## src/rtl/rdmc_pkg.sv

```systemverilog
// Types, constants and drive tables of the drive mode controller.
package rdmc_pkg;

	localparam int IR_W     = 10;
	localparam int TIME_W   = 32;
	localparam int PERIOD_W = 16;
	localparam int SPEED_W  = 8;
	localparam int CMD_W    = 8;
	localparam int ADDR_W   = 4;
	localparam int DATA_W   = 32;

	localparam logic [IR_W-1:0]     IR_THRESHOLD_RST = 10'd50;
	localparam logic [PERIOD_W-1:0] AUTO_PERIOD_RST  = 16'd25;
	localparam logic [PERIOD_W-1:0] AUTO_HOLD_RST    = 16'd500;

	// Register indexes (byte address divided by four).
	localparam logic [1:0] REG_IR_THRESHOLD = 2'd0;
	localparam logic [1:0] REG_AUTO_PERIOD  = 2'd1;
	localparam logic [1:0] REG_AUTO_HOLD    = 2'd2;

	// Command letters.
	localparam logic [CMD_W-1:0] CMD_FORWARD  = 8'h41; // 'A'
	localparam logic [CMD_W-1:0] CMD_BACKWARD = 8'h42; // 'B'
	localparam logic [CMD_W-1:0] CMD_SPIN_C   = 8'h43; // 'C'
	localparam logic [CMD_W-1:0] CMD_SPIN_D   = 8'h44; // 'D'
	localparam logic [CMD_W-1:0] CMD_AUTO     = 8'h45; // 'E'
	localparam logic [CMD_W-1:0] CMD_KEEP     = 8'h5A; // 'Z'
	localparam logic [SPEED_W-1:0] AUTO_KEY   = 8'd255;

	localparam logic [SPEED_W-1:0] SPD_STRAIGHT = 8'd110;
	localparam logic [SPEED_W-1:0] SPD_TURN     = 8'd128;
	localparam logic [SPEED_W-1:0] SPD_FAST     = 8'd150;
	localparam logic [SPEED_W-1:0] SPD_MEDIUM   = 8'd80;
	localparam logic [SPEED_W-1:0] SPD_SLOW     = 8'd50;
	localparam logic [SPEED_W-1:0] SPD_CRAWL    = 8'd20;

	typedef enum logic [2:0] {
		MODE_FALLBACK  = 3'd0,
		MODE_RUNNING   = 3'd1,
		MODE_COLLISION = 3'd2,
		MODE_AUTO      = 3'd3,
		MODE_RECV      = 3'd4,
		MODE_RECV_COLL = 3'd5
	} mode_t;

	typedef enum logic [2:0] {
		APAT_NONE  = 3'd0,
		APAT_LEFT  = 3'd1,
		APAT_RIGHT = 3'd2,
		APAT_MID   = 3'd3,
		APAT_TWO_L = 3'd4,
		APAT_TWO_R = 3'd5,
		APAT_THREE = 3'd6
	} apat_t;

	typedef struct packed {
		logic               wr;
		logic               rev;
		logic [SPEED_W-1:0] speed;
	} motor_cmd_t;

	typedef struct packed {
		motor_cmd_t right;
		motor_cmd_t left;
	} drive_pair_t;

	localparam motor_cmd_t MOTOR_IDLE = '{wr: 1'b0, rev: 1'b0, speed: '0};

	function automatic motor_cmd_t motor(input logic rev, input logic [SPEED_W-1:0] speed);
		motor_cmd_t m;
		m.wr    = 1'b1;
		m.rev   = rev;
		m.speed = speed;
		return m;
	endfunction

	// Fixed turn speeds of the autonomous drive for each obstacle pattern.
	function automatic drive_pair_t auto_drive(input apat_t p);
		drive_pair_t d;
		case (p)
			APAT_NONE: begin
				d.right = motor(1'b0, SPD_STRAIGHT);
				d.left  = motor(1'b0, SPD_STRAIGHT);
			end
			APAT_LEFT: begin
				d.right = motor(1'b1, SPD_TURN);
				d.left  = motor(1'b0, SPD_SLOW);
			end
			APAT_RIGHT: begin
				d.right = motor(1'b0, SPD_SLOW);
				d.left  = motor(1'b1, SPD_TURN);
			end
			APAT_MID: begin
				d.right = motor(1'b1, SPD_FAST);
				d.left  = motor(1'b0, SPD_MEDIUM);
			end
			APAT_TWO_L: begin
				d.right = motor(1'b1, SPD_FAST);
				d.left  = motor(1'b0, SPD_CRAWL);
			end
			APAT_TWO_R: begin
				d.right = motor(1'b0, SPD_CRAWL);
				d.left  = motor(1'b1, SPD_FAST);
			end
			default: begin
				d.right = motor(1'b1, SPD_FAST);
				d.left  = motor(1'b1, SPD_CRAWL);
			end
		endcase
		return d;
	endfunction

endpackage

```

## src/rtl/rdmc_if.sv

```systemverilog
// Input and result channel interfaces of the drive mode controller.
interface rdmc_in_if;
	logic                        valid;
	logic                        ready;
	logic                        link_alive;
	logic                        frame_received;
	logic [rdmc_pkg::CMD_W-1:0]   command_code;
	logic [rdmc_pkg::SPEED_W-1:0] value_a;
	logic [rdmc_pkg::SPEED_W-1:0] value_b;
	logic [rdmc_pkg::IR_W-1:0]    ir_left_sample;
	logic [rdmc_pkg::IR_W-1:0]    ir_mid_sample;
	logic [rdmc_pkg::IR_W-1:0]    ir_right_sample;
	logic [rdmc_pkg::TIME_W-1:0]  now_ms;

	modport source (
		output valid, link_alive, frame_received, command_code, value_a, value_b,
		output ir_left_sample, ir_mid_sample, ir_right_sample, now_ms,
		input  ready
	);
	modport sink (
		input  valid, link_alive, frame_received, command_code, value_a, value_b,
		input  ir_left_sample, ir_mid_sample, ir_right_sample, now_ms,
		output ready
	);
endinterface

interface rdmc_out_if;
	logic                        valid;
	logic                        ready;
	logic [2:0]                  mode;
	logic                        right_write;
	logic                        right_reverse;
	logic [rdmc_pkg::SPEED_W-1:0] right_speed;
	logic                        left_write;
	logic                        left_reverse;
	logic [rdmc_pkg::SPEED_W-1:0] left_speed;
	logic                        lamp_on;
	logic [2:0]                  sensor_pattern;

	modport source (
		output valid, mode, right_write, right_reverse, right_speed,
		output left_write, left_reverse, left_speed, lamp_on, sensor_pattern,
		input  ready
	);
	modport sink (
		input  valid, mode, right_write, right_reverse, right_speed,
		input  left_write, left_reverse, left_speed, lamp_on, sensor_pattern,
		output ready
	);
endinterface

```

## src/rtl/robot_drive_mode_controller.sv

```systemverilog
// Drive mode controller: one control tick per input beat, one result beat per tick.
//
//  channel  | direction | beat carries
//  ---------+-----------+------------------------------------------------------
//  in_ch    | in        | link status, command letter and bytes, IR samples, time
//  out_ch   | out       | mode, right and left motor commands, lamp, IR pattern
//  APB      | in/out    | ir_threshold, auto_period_ms, auto_hold_ms
//
// A tick passes from input beat to result beat through the input register, then
// the mode logic (two 32-bit time subtractions and compares) into the result register.
// One beat is accepted every cycle while the result side keeps taking beats.
// A stalled result holds in the result register while one more beat waits in the input register.
// arst_n clears the mode state, the valid flags and the configuration registers to their reset values.
module robot_drive_mode_controller (
	input  logic                          clk,
	input  logic                          arst_n,
	rdmc_in_if.sink                       in_ch,
	rdmc_out_if.source                    out_ch,
	input  logic                          psel,
	input  logic                          penable,
	input  logic                          pwrite,
	input  logic [rdmc_pkg::ADDR_W-1:0]   paddr,
	input  logic [rdmc_pkg::DATA_W-1:0]   pwdata,
	output logic [rdmc_pkg::DATA_W-1:0]   prdata,
	output logic                          pready
);

	// Configuration registers.
	logic [rdmc_pkg::IR_W-1:0]     ir_threshold_q;
	logic [rdmc_pkg::PERIOD_W-1:0] auto_period_q;
	logic [rdmc_pkg::PERIOD_W-1:0] auto_hold_q;

	assign pready = 1'b1;

	always_ff @(posedge clk or negedge arst_n) begin
		if (!arst_n) begin
			ir_threshold_q <= rdmc_pkg::IR_THRESHOLD_RST;
			auto_period_q  <= rdmc_pkg::AUTO_PERIOD_RST;
			auto_hold_q    <= rdmc_pkg::AUTO_HOLD_RST;
		end else if (psel && penable && pwrite) begin
			unique case (paddr[3:2])
				rdmc_pkg::REG_IR_THRESHOLD: ir_threshold_q <= pwdata[rdmc_pkg::IR_W-1:0];
				rdmc_pkg::REG_AUTO_PERIOD:  auto_period_q  <= pwdata[rdmc_pkg::PERIOD_W-1:0];
				rdmc_pkg::REG_AUTO_HOLD:    auto_hold_q    <= pwdata[rdmc_pkg::PERIOD_W-1:0];
				default: ;
			endcase
		end
	end

	always_comb begin
		unique case (paddr[3:2])
			rdmc_pkg::REG_IR_THRESHOLD:
				prdata = {{(rdmc_pkg::DATA_W-rdmc_pkg::IR_W){1'b0}}, ir_threshold_q};
			rdmc_pkg::REG_AUTO_PERIOD:
				prdata = {{(rdmc_pkg::DATA_W-rdmc_pkg::PERIOD_W){1'b0}}, auto_period_q};
			rdmc_pkg::REG_AUTO_HOLD:
				prdata = {{(rdmc_pkg::DATA_W-rdmc_pkg::PERIOD_W){1'b0}}, auto_hold_q};
			default:
				prdata = '0;
		endcase
	end

	// Input register.
	logic                          valid_s1;
	logic                          alive_s1;
	logic                          rx_s1;
	logic [rdmc_pkg::CMD_W-1:0]    cmd_s1;
	logic [rdmc_pkg::SPEED_W-1:0]  va_s1;
	logic [rdmc_pkg::SPEED_W-1:0]  vb_s1;
	logic [rdmc_pkg::IR_W-1:0]     ir_l_s1;
	logic [rdmc_pkg::IR_W-1:0]     ir_m_s1;
	logic [rdmc_pkg::IR_W-1:0]     ir_r_s1;
	logic [rdmc_pkg::TIME_W-1:0]   now_s1;

	logic accept_in;
	logic adv;

	assign accept_in   = in_ch.valid && in_ch.ready;
	assign adv         = valid_s1 && (!out_ch.valid || out_ch.ready);
	assign in_ch.ready = !valid_s1 || adv;

	always_ff @(posedge clk or negedge arst_n) begin
		if (!arst_n) begin
			valid_s1 <= 1'b0;
		end else if (accept_in) begin
			valid_s1 <= 1'b1;
		end else if (adv) begin
			valid_s1 <= 1'b0;
		end
	end

	always_ff @(posedge clk) begin
		if (accept_in) begin
			alive_s1 <= in_ch.link_alive;
			rx_s1    <= in_ch.frame_received;
			cmd_s1   <= in_ch.command_code;
			va_s1    <= in_ch.value_a;
			vb_s1    <= in_ch.value_b;
			ir_l_s1  <= in_ch.ir_left_sample;
			ir_m_s1  <= in_ch.ir_mid_sample;
			ir_r_s1  <= in_ch.ir_right_sample;
			now_s1   <= in_ch.now_ms;
		end
	end

	// Controller state.
	rdmc_pkg::mode_t             mode_q;
	rdmc_pkg::mode_t             mode_applied_q;
	rdmc_pkg::apat_t             apat_q;
	rdmc_pkg::apat_t             apat_applied_q;
	logic [rdmc_pkg::TIME_W-1:0] refresh_start_q;
	logic [rdmc_pkg::TIME_W-1:0] last_hit_q;
	logic                        lamp_q;

	logic l_hit, m_hit, r_hit, any_hit, auto_cmd;
	logic [2:0] sensor_pat;

	assign l_hit    = ir_l_s1 < ir_threshold_q;
	assign m_hit    = ir_m_s1 < ir_threshold_q;
	assign r_hit    = ir_r_s1 < ir_threshold_q;
	assign any_hit  = l_hit || m_hit || r_hit;
	assign auto_cmd = (cmd_s1 == rdmc_pkg::CMD_AUTO) && (va_s1 == rdmc_pkg::AUTO_KEY)
		&& (vb_s1 == rdmc_pkg::AUTO_KEY);

	// Left and right without middle reports as left only.
	assign sensor_pat = {l_hit, m_hit, r_hit && (m_hit || !l_hit)};

	// Next mode and lamp.
	rdmc_pkg::mode_t mode_d;
	logic            lamp_d;
	logic            coll_stop;

	always_comb begin
		mode_d    = mode_q;
		lamp_d    = lamp_q;
		coll_stop = 1'b0;
		unique case (mode_q)
			rdmc_pkg::MODE_FALLBACK: begin
				if (alive_s1) begin
					mode_d = rdmc_pkg::MODE_RUNNING;
					lamp_d = 1'b1;
				end
			end
			rdmc_pkg::MODE_RUNNING: begin
				if (!alive_s1) begin
					mode_d = rdmc_pkg::MODE_FALLBACK;
					lamp_d = 1'b0;
				end else if (any_hit) begin
					mode_d    = rdmc_pkg::MODE_COLLISION;
					coll_stop = 1'b1;
				end else if (rx_s1) begin
					mode_d = rdmc_pkg::MODE_RECV;
				end else if (auto_cmd) begin
					mode_d = rdmc_pkg::MODE_AUTO;
					lamp_d = 1'b1;
				end
			end
			rdmc_pkg::MODE_COLLISION: begin
				if (!alive_s1) begin
					mode_d = rdmc_pkg::MODE_FALLBACK;
					lamp_d = 1'b0;
				end else if (!any_hit) begin
					mode_d = rdmc_pkg::MODE_RUNNING;
				end else if (rx_s1) begin
					mode_d = rdmc_pkg::MODE_RECV_COLL;
				end
			end
			rdmc_pkg::MODE_AUTO: begin
				if (!alive_s1) begin
					mode_d = rdmc_pkg::MODE_FALLBACK;
					lamp_d = 1'b0;
				end else if (!auto_cmd && cmd_s1 != rdmc_pkg::CMD_KEEP) begin
					mode_d = rdmc_pkg::MODE_RUNNING;
				end
			end
			rdmc_pkg::MODE_RECV_COLL: mode_d = rdmc_pkg::MODE_COLLISION;
			rdmc_pkg::MODE_RECV:      mode_d = rdmc_pkg::MODE_RUNNING;
			default: ;
		endcase
	end

	// Autonomous refresh.
	logic                        mode_changed;
	logic                        entering_auto;
	logic [rdmc_pkg::TIME_W-1:0] refresh_base;
	logic [rdmc_pkg::TIME_W-1:0] since_refresh;
	logic [rdmc_pkg::TIME_W-1:0] since_hit;
	logic                        do_refresh;
	rdmc_pkg::apat_t             applied_base;
	rdmc_pkg::apat_t             apat_d;
	logic                        pat_changed;

	assign mode_changed  = mode_d != mode_applied_q;
	assign entering_auto = mode_changed && (mode_d == rdmc_pkg::MODE_AUTO);
	assign refresh_base  = entering_auto ? now_s1 : refresh_start_q;
	assign since_refresh = now_s1 - refresh_base;
	assign since_hit     = now_s1 - last_hit_q;
	assign do_refresh    = (mode_d == rdmc_pkg::MODE_AUTO) && (since_refresh >=
		{{(rdmc_pkg::TIME_W-rdmc_pkg::PERIOD_W){1'b0}}, auto_period_q});

	// Entering autonomous from running takes the applied pattern as all three sensors hit.
	assign applied_base = (mode_q == rdmc_pkg::MODE_RUNNING && mode_d == rdmc_pkg::MODE_AUTO)
		? rdmc_pkg::APAT_THREE : apat_applied_q;

	always_comb begin
		apat_d = apat_q;
		if (do_refresh) begin
			if (l_hit && m_hit && r_hit)  apat_d = rdmc_pkg::APAT_THREE;
			else if (l_hit && m_hit)      apat_d = rdmc_pkg::APAT_TWO_L;
			else if (m_hit && r_hit)      apat_d = rdmc_pkg::APAT_TWO_R;
			else if (m_hit)               apat_d = rdmc_pkg::APAT_MID;
			else if (l_hit)               apat_d = rdmc_pkg::APAT_LEFT;
			else if (r_hit)               apat_d = rdmc_pkg::APAT_RIGHT;
			else if (since_hit > {{(rdmc_pkg::TIME_W-rdmc_pkg::PERIOD_W){1'b0}}, auto_hold_q})
				apat_d = rdmc_pkg::APAT_NONE;
		end
	end

	assign pat_changed = do_refresh && (apat_d != applied_base);

	// Motor commands; a later write in the tick replaces an earlier one.
	rdmc_pkg::motor_cmd_t right_d;
	rdmc_pkg::motor_cmd_t left_d;
	rdmc_pkg::drive_pair_t auto_cmds;

	assign auto_cmds = rdmc_pkg::auto_drive(apat_d);

	always_comb begin
		right_d = rdmc_pkg::MOTOR_IDLE;
		left_d  = rdmc_pkg::MOTOR_IDLE;
		if (coll_stop) begin
			right_d = rdmc_pkg::motor(1'b0, '0);
			left_d  = rdmc_pkg::motor(1'b0, '0);
		end
		if (mode_changed) begin
			unique case (mode_d)
				rdmc_pkg::MODE_FALLBACK: begin
					right_d = rdmc_pkg::motor(1'b0, '0);
					left_d  = rdmc_pkg::motor(1'b0, '0);
				end
				rdmc_pkg::MODE_RUNNING: begin
					case (cmd_s1)
						rdmc_pkg::CMD_FORWARD: begin
							right_d = rdmc_pkg::motor(1'b0, va_s1);
							left_d  = rdmc_pkg::motor(1'b0, vb_s1);
						end
						rdmc_pkg::CMD_BACKWARD: begin
							right_d = rdmc_pkg::motor(1'b1, va_s1);
							left_d  = rdmc_pkg::motor(1'b1, vb_s1);
						end
						rdmc_pkg::CMD_SPIN_C: begin
							right_d = rdmc_pkg::motor(1'b0, va_s1);
							left_d  = rdmc_pkg::motor(1'b1, vb_s1);
						end
						rdmc_pkg::CMD_SPIN_D: begin
							right_d = rdmc_pkg::motor(1'b1, va_s1);
							left_d  = rdmc_pkg::motor(1'b0, vb_s1);
						end
						default: ;
					endcase
				end
				rdmc_pkg::MODE_COLLISION: begin
					// Forward drive is refused while in collision.
					case (cmd_s1)
						rdmc_pkg::CMD_BACKWARD: begin
							right_d = rdmc_pkg::motor(1'b1, va_s1);
							left_d  = rdmc_pkg::motor(1'b1, vb_s1);
						end
						rdmc_pkg::CMD_SPIN_C: left_d  = rdmc_pkg::motor(1'b1, vb_s1);
						rdmc_pkg::CMD_SPIN_D: right_d = rdmc_pkg::motor(1'b1, va_s1);
						default: ;
					endcase
				end
				default: ;
			endcase
		end
		if (pat_changed) begin
			right_d = auto_cmds.right;
			left_d  = auto_cmds.left;
		end
	end

	always_ff @(posedge clk or negedge arst_n) begin
		if (!arst_n) begin
			mode_q          <= rdmc_pkg::MODE_FALLBACK;
			mode_applied_q  <= rdmc_pkg::MODE_RUNNING;
			apat_q          <= rdmc_pkg::APAT_NONE;
			apat_applied_q  <= rdmc_pkg::APAT_THREE;
			refresh_start_q <= '0;
			last_hit_q      <= '0;
			lamp_q          <= 1'b0;
		end else if (adv) begin
			mode_q          <= mode_d;
			mode_applied_q  <= mode_d;
			apat_q          <= apat_d;
			apat_applied_q  <= pat_changed ? apat_d : applied_base;
			refresh_start_q <= do_refresh ? now_s1 : refresh_base;
			if (pat_changed && apat_d != rdmc_pkg::APAT_NONE) begin
				last_hit_q <= now_s1;
			end
			lamp_q          <= lamp_d;
		end
	end

	// Result register.
	logic                         out_valid_s2;
	rdmc_pkg::mode_t              mode_s2;
	rdmc_pkg::motor_cmd_t         right_s2;
	rdmc_pkg::motor_cmd_t         left_s2;
	logic                         lamp_s2;
	logic [2:0]                   pat_s2;

	always_ff @(posedge clk or negedge arst_n) begin
		if (!arst_n) begin
			out_valid_s2 <= 1'b0;
		end else if (adv) begin
			out_valid_s2 <= 1'b1;
		end else if (out_ch.ready) begin
			out_valid_s2 <= 1'b0;
		end
	end

	always_ff @(posedge clk) begin
		if (adv) begin
			mode_s2  <= mode_d;
			right_s2 <= right_d;
			left_s2  <= left_d;
			lamp_s2  <= lamp_d;
			pat_s2   <= sensor_pat;
		end
	end

	assign out_ch.valid          = out_valid_s2;
	assign out_ch.mode           = mode_s2;
	assign out_ch.right_write    = right_s2.wr;
	assign out_ch.right_reverse  = right_s2.rev;
	assign out_ch.right_speed    = right_s2.speed;
	assign out_ch.left_write     = left_s2.wr;
	assign out_ch.left_reverse   = left_s2.rev;
	assign out_ch.left_speed     = left_s2.speed;
	assign out_ch.lamp_on        = lamp_s2;
	assign out_ch.sensor_pattern = pat_s2;

endmodule

```

## src/flat_wrapper.sv

```systemverilog
// flat-port wrapper written by rule: the top's interface ports become plain ports
module robot_drive_mode_controller_flat 
  (clk, arst_n, psel, penable, pwrite, paddr, pwdata, prdata, pready, in_ch_valid, in_ch_link_alive, in_ch_frame_received, in_ch_command_code, in_ch_value_a, in_ch_value_b, in_ch_ir_left_sample, in_ch_ir_mid_sample, in_ch_ir_right_sample, in_ch_now_ms, in_ch_ready, out_ch_valid, out_ch_mode, out_ch_right_write, out_ch_right_reverse, out_ch_right_speed, out_ch_left_write, out_ch_left_reverse, out_ch_left_speed, out_ch_lamp_on, out_ch_sensor_pattern, out_ch_ready);
  rdmc_in_if in_ch_i ();
  rdmc_out_if out_ch_i ();
  input  logic clk;
  input  logic arst_n;
  input  logic psel;
  input  logic penable;
  input  logic pwrite;
  input  logic [rdmc_pkg::ADDR_W-1:0] paddr;
  input  logic [rdmc_pkg::DATA_W-1:0] pwdata;
  output logic [rdmc_pkg::DATA_W-1:0] prdata;
  output logic pready;
  input wire logic [$bits(in_ch_i.valid)-1:0] in_ch_valid;
  input wire logic [$bits(in_ch_i.link_alive)-1:0] in_ch_link_alive;
  input wire logic [$bits(in_ch_i.frame_received)-1:0] in_ch_frame_received;
  input wire logic [$bits(in_ch_i.command_code)-1:0] in_ch_command_code;
  input wire logic [$bits(in_ch_i.value_a)-1:0] in_ch_value_a;
  input wire logic [$bits(in_ch_i.value_b)-1:0] in_ch_value_b;
  input wire logic [$bits(in_ch_i.ir_left_sample)-1:0] in_ch_ir_left_sample;
  input wire logic [$bits(in_ch_i.ir_mid_sample)-1:0] in_ch_ir_mid_sample;
  input wire logic [$bits(in_ch_i.ir_right_sample)-1:0] in_ch_ir_right_sample;
  input wire logic [$bits(in_ch_i.now_ms)-1:0] in_ch_now_ms;
  output wire logic [$bits(in_ch_i.ready)-1:0] in_ch_ready;
  output wire logic [$bits(out_ch_i.valid)-1:0] out_ch_valid;
  output wire logic [$bits(out_ch_i.mode)-1:0] out_ch_mode;
  output wire logic [$bits(out_ch_i.right_write)-1:0] out_ch_right_write;
  output wire logic [$bits(out_ch_i.right_reverse)-1:0] out_ch_right_reverse;
  output wire logic [$bits(out_ch_i.right_speed)-1:0] out_ch_right_speed;
  output wire logic [$bits(out_ch_i.left_write)-1:0] out_ch_left_write;
  output wire logic [$bits(out_ch_i.left_reverse)-1:0] out_ch_left_reverse;
  output wire logic [$bits(out_ch_i.left_speed)-1:0] out_ch_left_speed;
  output wire logic [$bits(out_ch_i.lamp_on)-1:0] out_ch_lamp_on;
  output wire logic [$bits(out_ch_i.sensor_pattern)-1:0] out_ch_sensor_pattern;
  input wire logic [$bits(out_ch_i.ready)-1:0] out_ch_ready;
  assign in_ch_i.valid = in_ch_valid;
  assign in_ch_i.link_alive = in_ch_link_alive;
  assign in_ch_i.frame_received = in_ch_frame_received;
  assign in_ch_i.command_code = in_ch_command_code;
  assign in_ch_i.value_a = in_ch_value_a;
  assign in_ch_i.value_b = in_ch_value_b;
  assign in_ch_i.ir_left_sample = in_ch_ir_left_sample;
  assign in_ch_i.ir_mid_sample = in_ch_ir_mid_sample;
  assign in_ch_i.ir_right_sample = in_ch_ir_right_sample;
  assign in_ch_i.now_ms = in_ch_now_ms;
  assign in_ch_ready = in_ch_i.ready;
  assign out_ch_valid = out_ch_i.valid;
  assign out_ch_mode = out_ch_i.mode;
  assign out_ch_right_write = out_ch_i.right_write;
  assign out_ch_right_reverse = out_ch_i.right_reverse;
  assign out_ch_right_speed = out_ch_i.right_speed;
  assign out_ch_left_write = out_ch_i.left_write;
  assign out_ch_left_reverse = out_ch_i.left_reverse;
  assign out_ch_left_speed = out_ch_i.left_speed;
  assign out_ch_lamp_on = out_ch_i.lamp_on;
  assign out_ch_sensor_pattern = out_ch_i.sensor_pattern;
  assign out_ch_i.ready = out_ch_ready;
  robot_drive_mode_controller u_core (.clk(clk), .arst_n(arst_n), .in_ch(in_ch_i), .out_ch(out_ch_i), .psel(psel), .penable(penable), .pwrite(pwrite), .paddr(paddr), .pwdata(pwdata), .prdata(prdata), .pready(pready));
endmodule
```

## config.mk

```make
export PLATFORM = sky130hd
export DESIGN_NAME = robot_drive_mode_controller_flat
export DESIGN_NICKNAME = d
export VERILOG_FILES = /design/src/rtl/rdmc_pkg.sv /design/src/rtl/rdmc_if.sv /design/src/rtl/robot_drive_mode_controller.sv /design/src/flat_wrapper.sv
export SDC_FILE = /design/constraint.sdc
export NUM_CORES = 1
export LEC_CHECK = 0
export ABC_AREA = 1
export BUFFER_PORTS_ARGS = -buffer_cell sky130_fd_sc_hd__buf_2
export CORE_MARGIN = 3
export CORE_UTILIZATION = 35
export CTS_CLUSTER_SIZE = 10
export DETAILED_ROUTE_END_ITERATION = 10
export SYNTH_ARGS = -nofsm -noshare
export SYNTH_HDL_FRONTEND = slang
export SYNTH_SLANG_ARGS = --single-unit
```

## constraint.sdc

```tcl
create_clock -name clk -period 8.6 [get_ports clk]
set_input_delay 1.72 -clock clk [delete_from_list [all_inputs] [get_ports clk]]
set_output_delay 1.72 -clock clk [all_outputs]
set_load 0.01 [all_outputs]
```

==> flow_summary.ini <==
[clock_network]
clk_pin_slew_worst_paths_ns = 0.06
postCtsSetupRepairBufs = 0
cts.sinks = 234
ctsHoldBuffers = 0
cts_max_level = 1
cts_resized = 0
cts_root_buffer = clkbuf_16
cts_made_buffers = 30
cts_buffer_depth = 3
cts_tree = built
clock_latency_ns = 0.56

[sta]
setup_viol = 0
tightest_slew_ns = 1.13
period_share_pct = 91.4
hold_violations = 0
setup_slack_ns = 0.740
slew_violations = 0
setup_tns_ns = 0
skew_ns = 0.0221
rsz0062_at_grt = no
hold_slack_ns = 0.477
fmax_mhz = 127
fin_crit_ns = 7.86
slew_headroom_pct = 24.6

[global_route]
first_global_vias = 13500
grt.overflow.total = 0
grt_pass1_wl_mm = 71.1
grt_max_degree = 89
grtUsageTotal_pct = 18.4
grt_antenna_before_repair = 0

[synthesis]
synth_compound_area_share_pct = 14.5
synth.area.mux_share_pct = 0.0625
ys_ff_latch = 234
syn-cell-area_um2 = 16000
synth_area_per_cell_um2 = 7.87
synthArstFlopShare_pct = 50.9
synthAdderAreaFrac_pct = 8.79
synth-edff-count = 115
synthSimpleGateAreaFrac_pct = 24.1
syn_inst = 2037
ys_seq_area_share_pct = 40.3
synthFlopType = edfxtp_1
synth_xor_area_share_pct = 2.35
synth_top_family_by_area = simple AND/OR/NAND/NOR gates
ys_types = 54
ys_warn_count = 0

[worst_hold_path]
min_to = u_core.apat_applied_q[2]$_DFFE_PN1P_
hold_class = register to register
min_from = u_core.apat_applied_q[2]$_DFFE_PN1P_
whs_path_depth = 2

[drt]
drc_errors = 0
via_per_inst = 4.96
wl_per_cell_um = 16.4
totalWireLength_mm = 46.0
first_pass_iters = 5
vias = 13900
ant_nets = 0
drt_iter0_markers = 838

[die]
dieArea_um2 = 48400
die_w_um = 220
rows = 77
core-area_um2 = 44700
dieHeight_um = 220
initial_utilization_pct = 35.8
io_pins = 193

[power_and_ir_drop]
leakage_nw = 9.01
peakVddDrop_mv = 0.187
finalPower_mw = 5.97
powerDensity_nw_per_um2 = 327

[worst_setup_path]
critPathKind = register to register
cpMaxStageDelayCell = nor2_4
required_ns = 9.07
cp_data_arrival_time_ns = 8.33
setup.worst_path.start_class = register
cpLargestDelayFamily = simple AND/OR/NAND/NOR gates
max_stage_delay_ns = 0.61
cp_max_fo = 24
r2r-end = u_core.last_hit_q[1]$_DFFE_PN0P_
crit_path_frequent_cell = nand2_1
endpoint_kind = register
path_buf_inv = 6
worst_r2r_path_depth = 46
ff2ff_setup_slack_ns = 0.74
timing.rr.start = u_core.ir_threshold_q[5]$_DFFE_PN1P_

[placed_design]
place_congestion = 0.908
dpl.hpwl_mm = 35.3
place_ws_ns = 0.640
port_buffers = 157

[finish]
num_antenna_cells = 0
fillers = 4608
final_layout_size_suffix_gt1_share_pct = 15.5
syn2layout_area_growth_pct = 14.0
nets = 2433

[flow_run]
cap_viol_max_count = 0

[run_status]
status = completed
[cell type report]
| type | instances | area, µm² | area share [%] |
|---|---|---|---|
| repair buffers | 166 | 856 | 4.68 |
| flip-flops and latches | 234 | 6450 | 35.3 |
| multi-input cells | 1442 | 8080 | 44.2 |
| inverters | 316 | 1190 | 6.50 |
| clock inverters | 5 | 57.6 | 0.315 |
| clock buffers | 51 | 901 | 4.93 |
| well taps | 592 | 741 | 4.05 |
[layer usage]
layer / global-route usage [%] / vias to the layer above / share of wire [%]
met4: 6.76 / 0 / 4.0
met2: 32.0 / 329 / 48
li1: - / 7041 / -
met5: 0 / - / 0
met3: 2.12 / 74 / 4.0
met1: 23.6 / 6487 / 44
[how the worst max path moves through the flow]
stage	from	end	slack, ns	cells after the start
after floorplan	u_core.ir_threshold_q[5]$_DFFE_PN1P_	u_core.out_ch.left_speed[7]$_DFFE_PP_	2.25	52
after global placement	u_core.ir_threshold_q[5]$_DFFE_PN1P_	u_core.last_hit_q[26]$_DFFE_PN0P_	0.76	46
after global routing	u_core.ir_threshold_q[5]$_DFFE_PN1P_	u_core.last_hit_q[0]$_DFFE_PN0P_	0.1	48
after CTS	u_core.ir_threshold_q[5]$_DFFE_PN1P_	u_core.last_hit_q[26]$_DFFE_PN0P_	0.61	46
final	u_core.ir_threshold_q[5]$_DFFE_PN1P_	u_core.last_hit_q[1]$_DFFE_PN0P_	0.74	46
after detailed placement	u_core.ir_threshold_q[5]$_DFFE_PN1P_	u_core.last_hit_q[26]$_DFFE_PN0P_	0.64	46
[through the flow]
stage               util [%]  cell area (µm²)  cells
finish                  40.9            18300   2806
detailed placement      38.7            17300   2748
global route            40.9            18300   2806
floorplan                  -            16100   2052
CTS                     40.8            18200   2804
global placement        38.7            17300   2748
[cells by family (layout without fill, tap and decap cells)]
family,Yosys count,after routing
other,2,17
XOR/XNOR,43,43
adder cells (fa/ha/maj),112,112
AND/OR/NAND/NOR,862,864
multiplexers,1,1
flip-flops,234,234
AO/OA/AOI/OAI,405,405
buffers and inverters,378,538
[placed cells by master, fill, tap and decap left out, types with 6 or more instances in the layout]
| cell type | Yosys | layout |
|---|---|---|
| nand2_1 | 508 | 508 |
| inv_1 | 301 | 299 |
| o21ai_0 | 171 | 171 |
| buf_2 | 4 | 156 |
| nor2_1 | 123 | 123 |
| a21oi_1 | 115 | 115 |
| edfxtp_1 | 115 | 115 |
| ha_1 | 111 | 111 |
| dfrtp_1 | 104 | 104 |
| nand3_1 | 90 | 90 |
| nand4_1 | 35 | 35 |
| clkbuf_16 | 0 | 31 |
| o21ai_2 | 28 | 28 |
| xor2_1 | 26 | 26 |
| nand3_2 | 22 | 22 |
| nand2_2 | 20 | 20 |
| nor3_1 | 20 | 20 |
| o22ai_1 | 17 | 17 |
| xnor2_1 | 17 | 17 |
| conb_1 | 2 | 17 |
| inv_2 | 14 | 15 |
| clkbuf_1 | 26 | 15 |
| dfstp_2 | 15 | 15 |
| o21ai_1 | 14 | 14 |
| nor2_2 | 13 | 13 |
| o221ai_1 | 12 | 12 |
| a211oi_1 | 10 | 10 |
| buf_4 | 19 | 10 |
| o21a_1 | 9 | 9 |
| a21o_1 | 8 | 8 |
| nand2_4 | 8 | 8 |
| nor2_4 | 5 | 7 |
| nor4_1 | 7 | 7 |
| o21bai_1 | 6 | 6 |
[worst register-to-register path, delay by kind of cell (launching register included)]
family	cells	cell delay, ns
flip-flops	1	0.54
adder cells (fa/ha/maj)	4	0.97
AND/OR/NAND/NOR	24	3.57
XOR/XNOR	1	0.22
buffers and inverters	6	0.55
AO/OA/AOI/OAI	11	1.93
[state kept, by name, indices dropped and copies added (netlist names), 3 cells and up]
name                          count
u_core.ir_r_s1                   10
u_core.vb_s1                      8
u_core.ir_threshold_q            10
u_core.out_ch.left_speed          8
u_core.apat_applied_q             3
u_core.apat_q                     3
u_core.ir_l_s1                   10
u_core.out_ch.sensor_pattern      3
u_core.out_ch.right_speed         8
u_core.out_ch.mode                3
u_core.last_hit_q                32
u_core.auto_period_q             16
u_core.now_s1                    32
u_core.auto_hold_q               16
u_core.mode_applied_q             3
u_core.refresh_start_q           32
u_core.ir_m_s1                   10
u_core.va_s1                      8
u_core.cmd_s1                     8
[Yosys cell counts, types with 15 or more instances]
cell | number | area share, %
a21oi_1 | 115 | 3.6
buf_4 | 19 | 0.89
clkbuf_1 | 26 | 0.61
dfrtp_1 | 104 | 16
dfstp_2 | 15 | 2.5
edfxtp_1 | 115 | 22
ha_1 | 111 | 8.7
inv_1 | 301 | 7.1
nand2_1 | 508 | 12
nand2_2 | 20 | 0.78
nand3_1 | 90 | 2.8
nand3_2 | 22 | 1.4
nand4_1 | 35 | 1.4
nor2_1 | 123 | 2.9
nor3_1 | 20 | 0.62
o21ai_0 | 171 | 5.3
o21ai_2 | 28 | 1.5
o22ai_1 | 17 | 0.66
xnor2_1 | 17 | 0.93
xor2_1 | 26 | 1.4
[power breakdown]
group | leakage [nW] | switching [mW] | internal (mW)
Combinational | 6.02 | 2.08 | 1.10
Sequential | 2.52 | 0.131 | 1.45
Clock | 0.466 | 0.471 | 0.737
(Power assumes the default switching activity.)
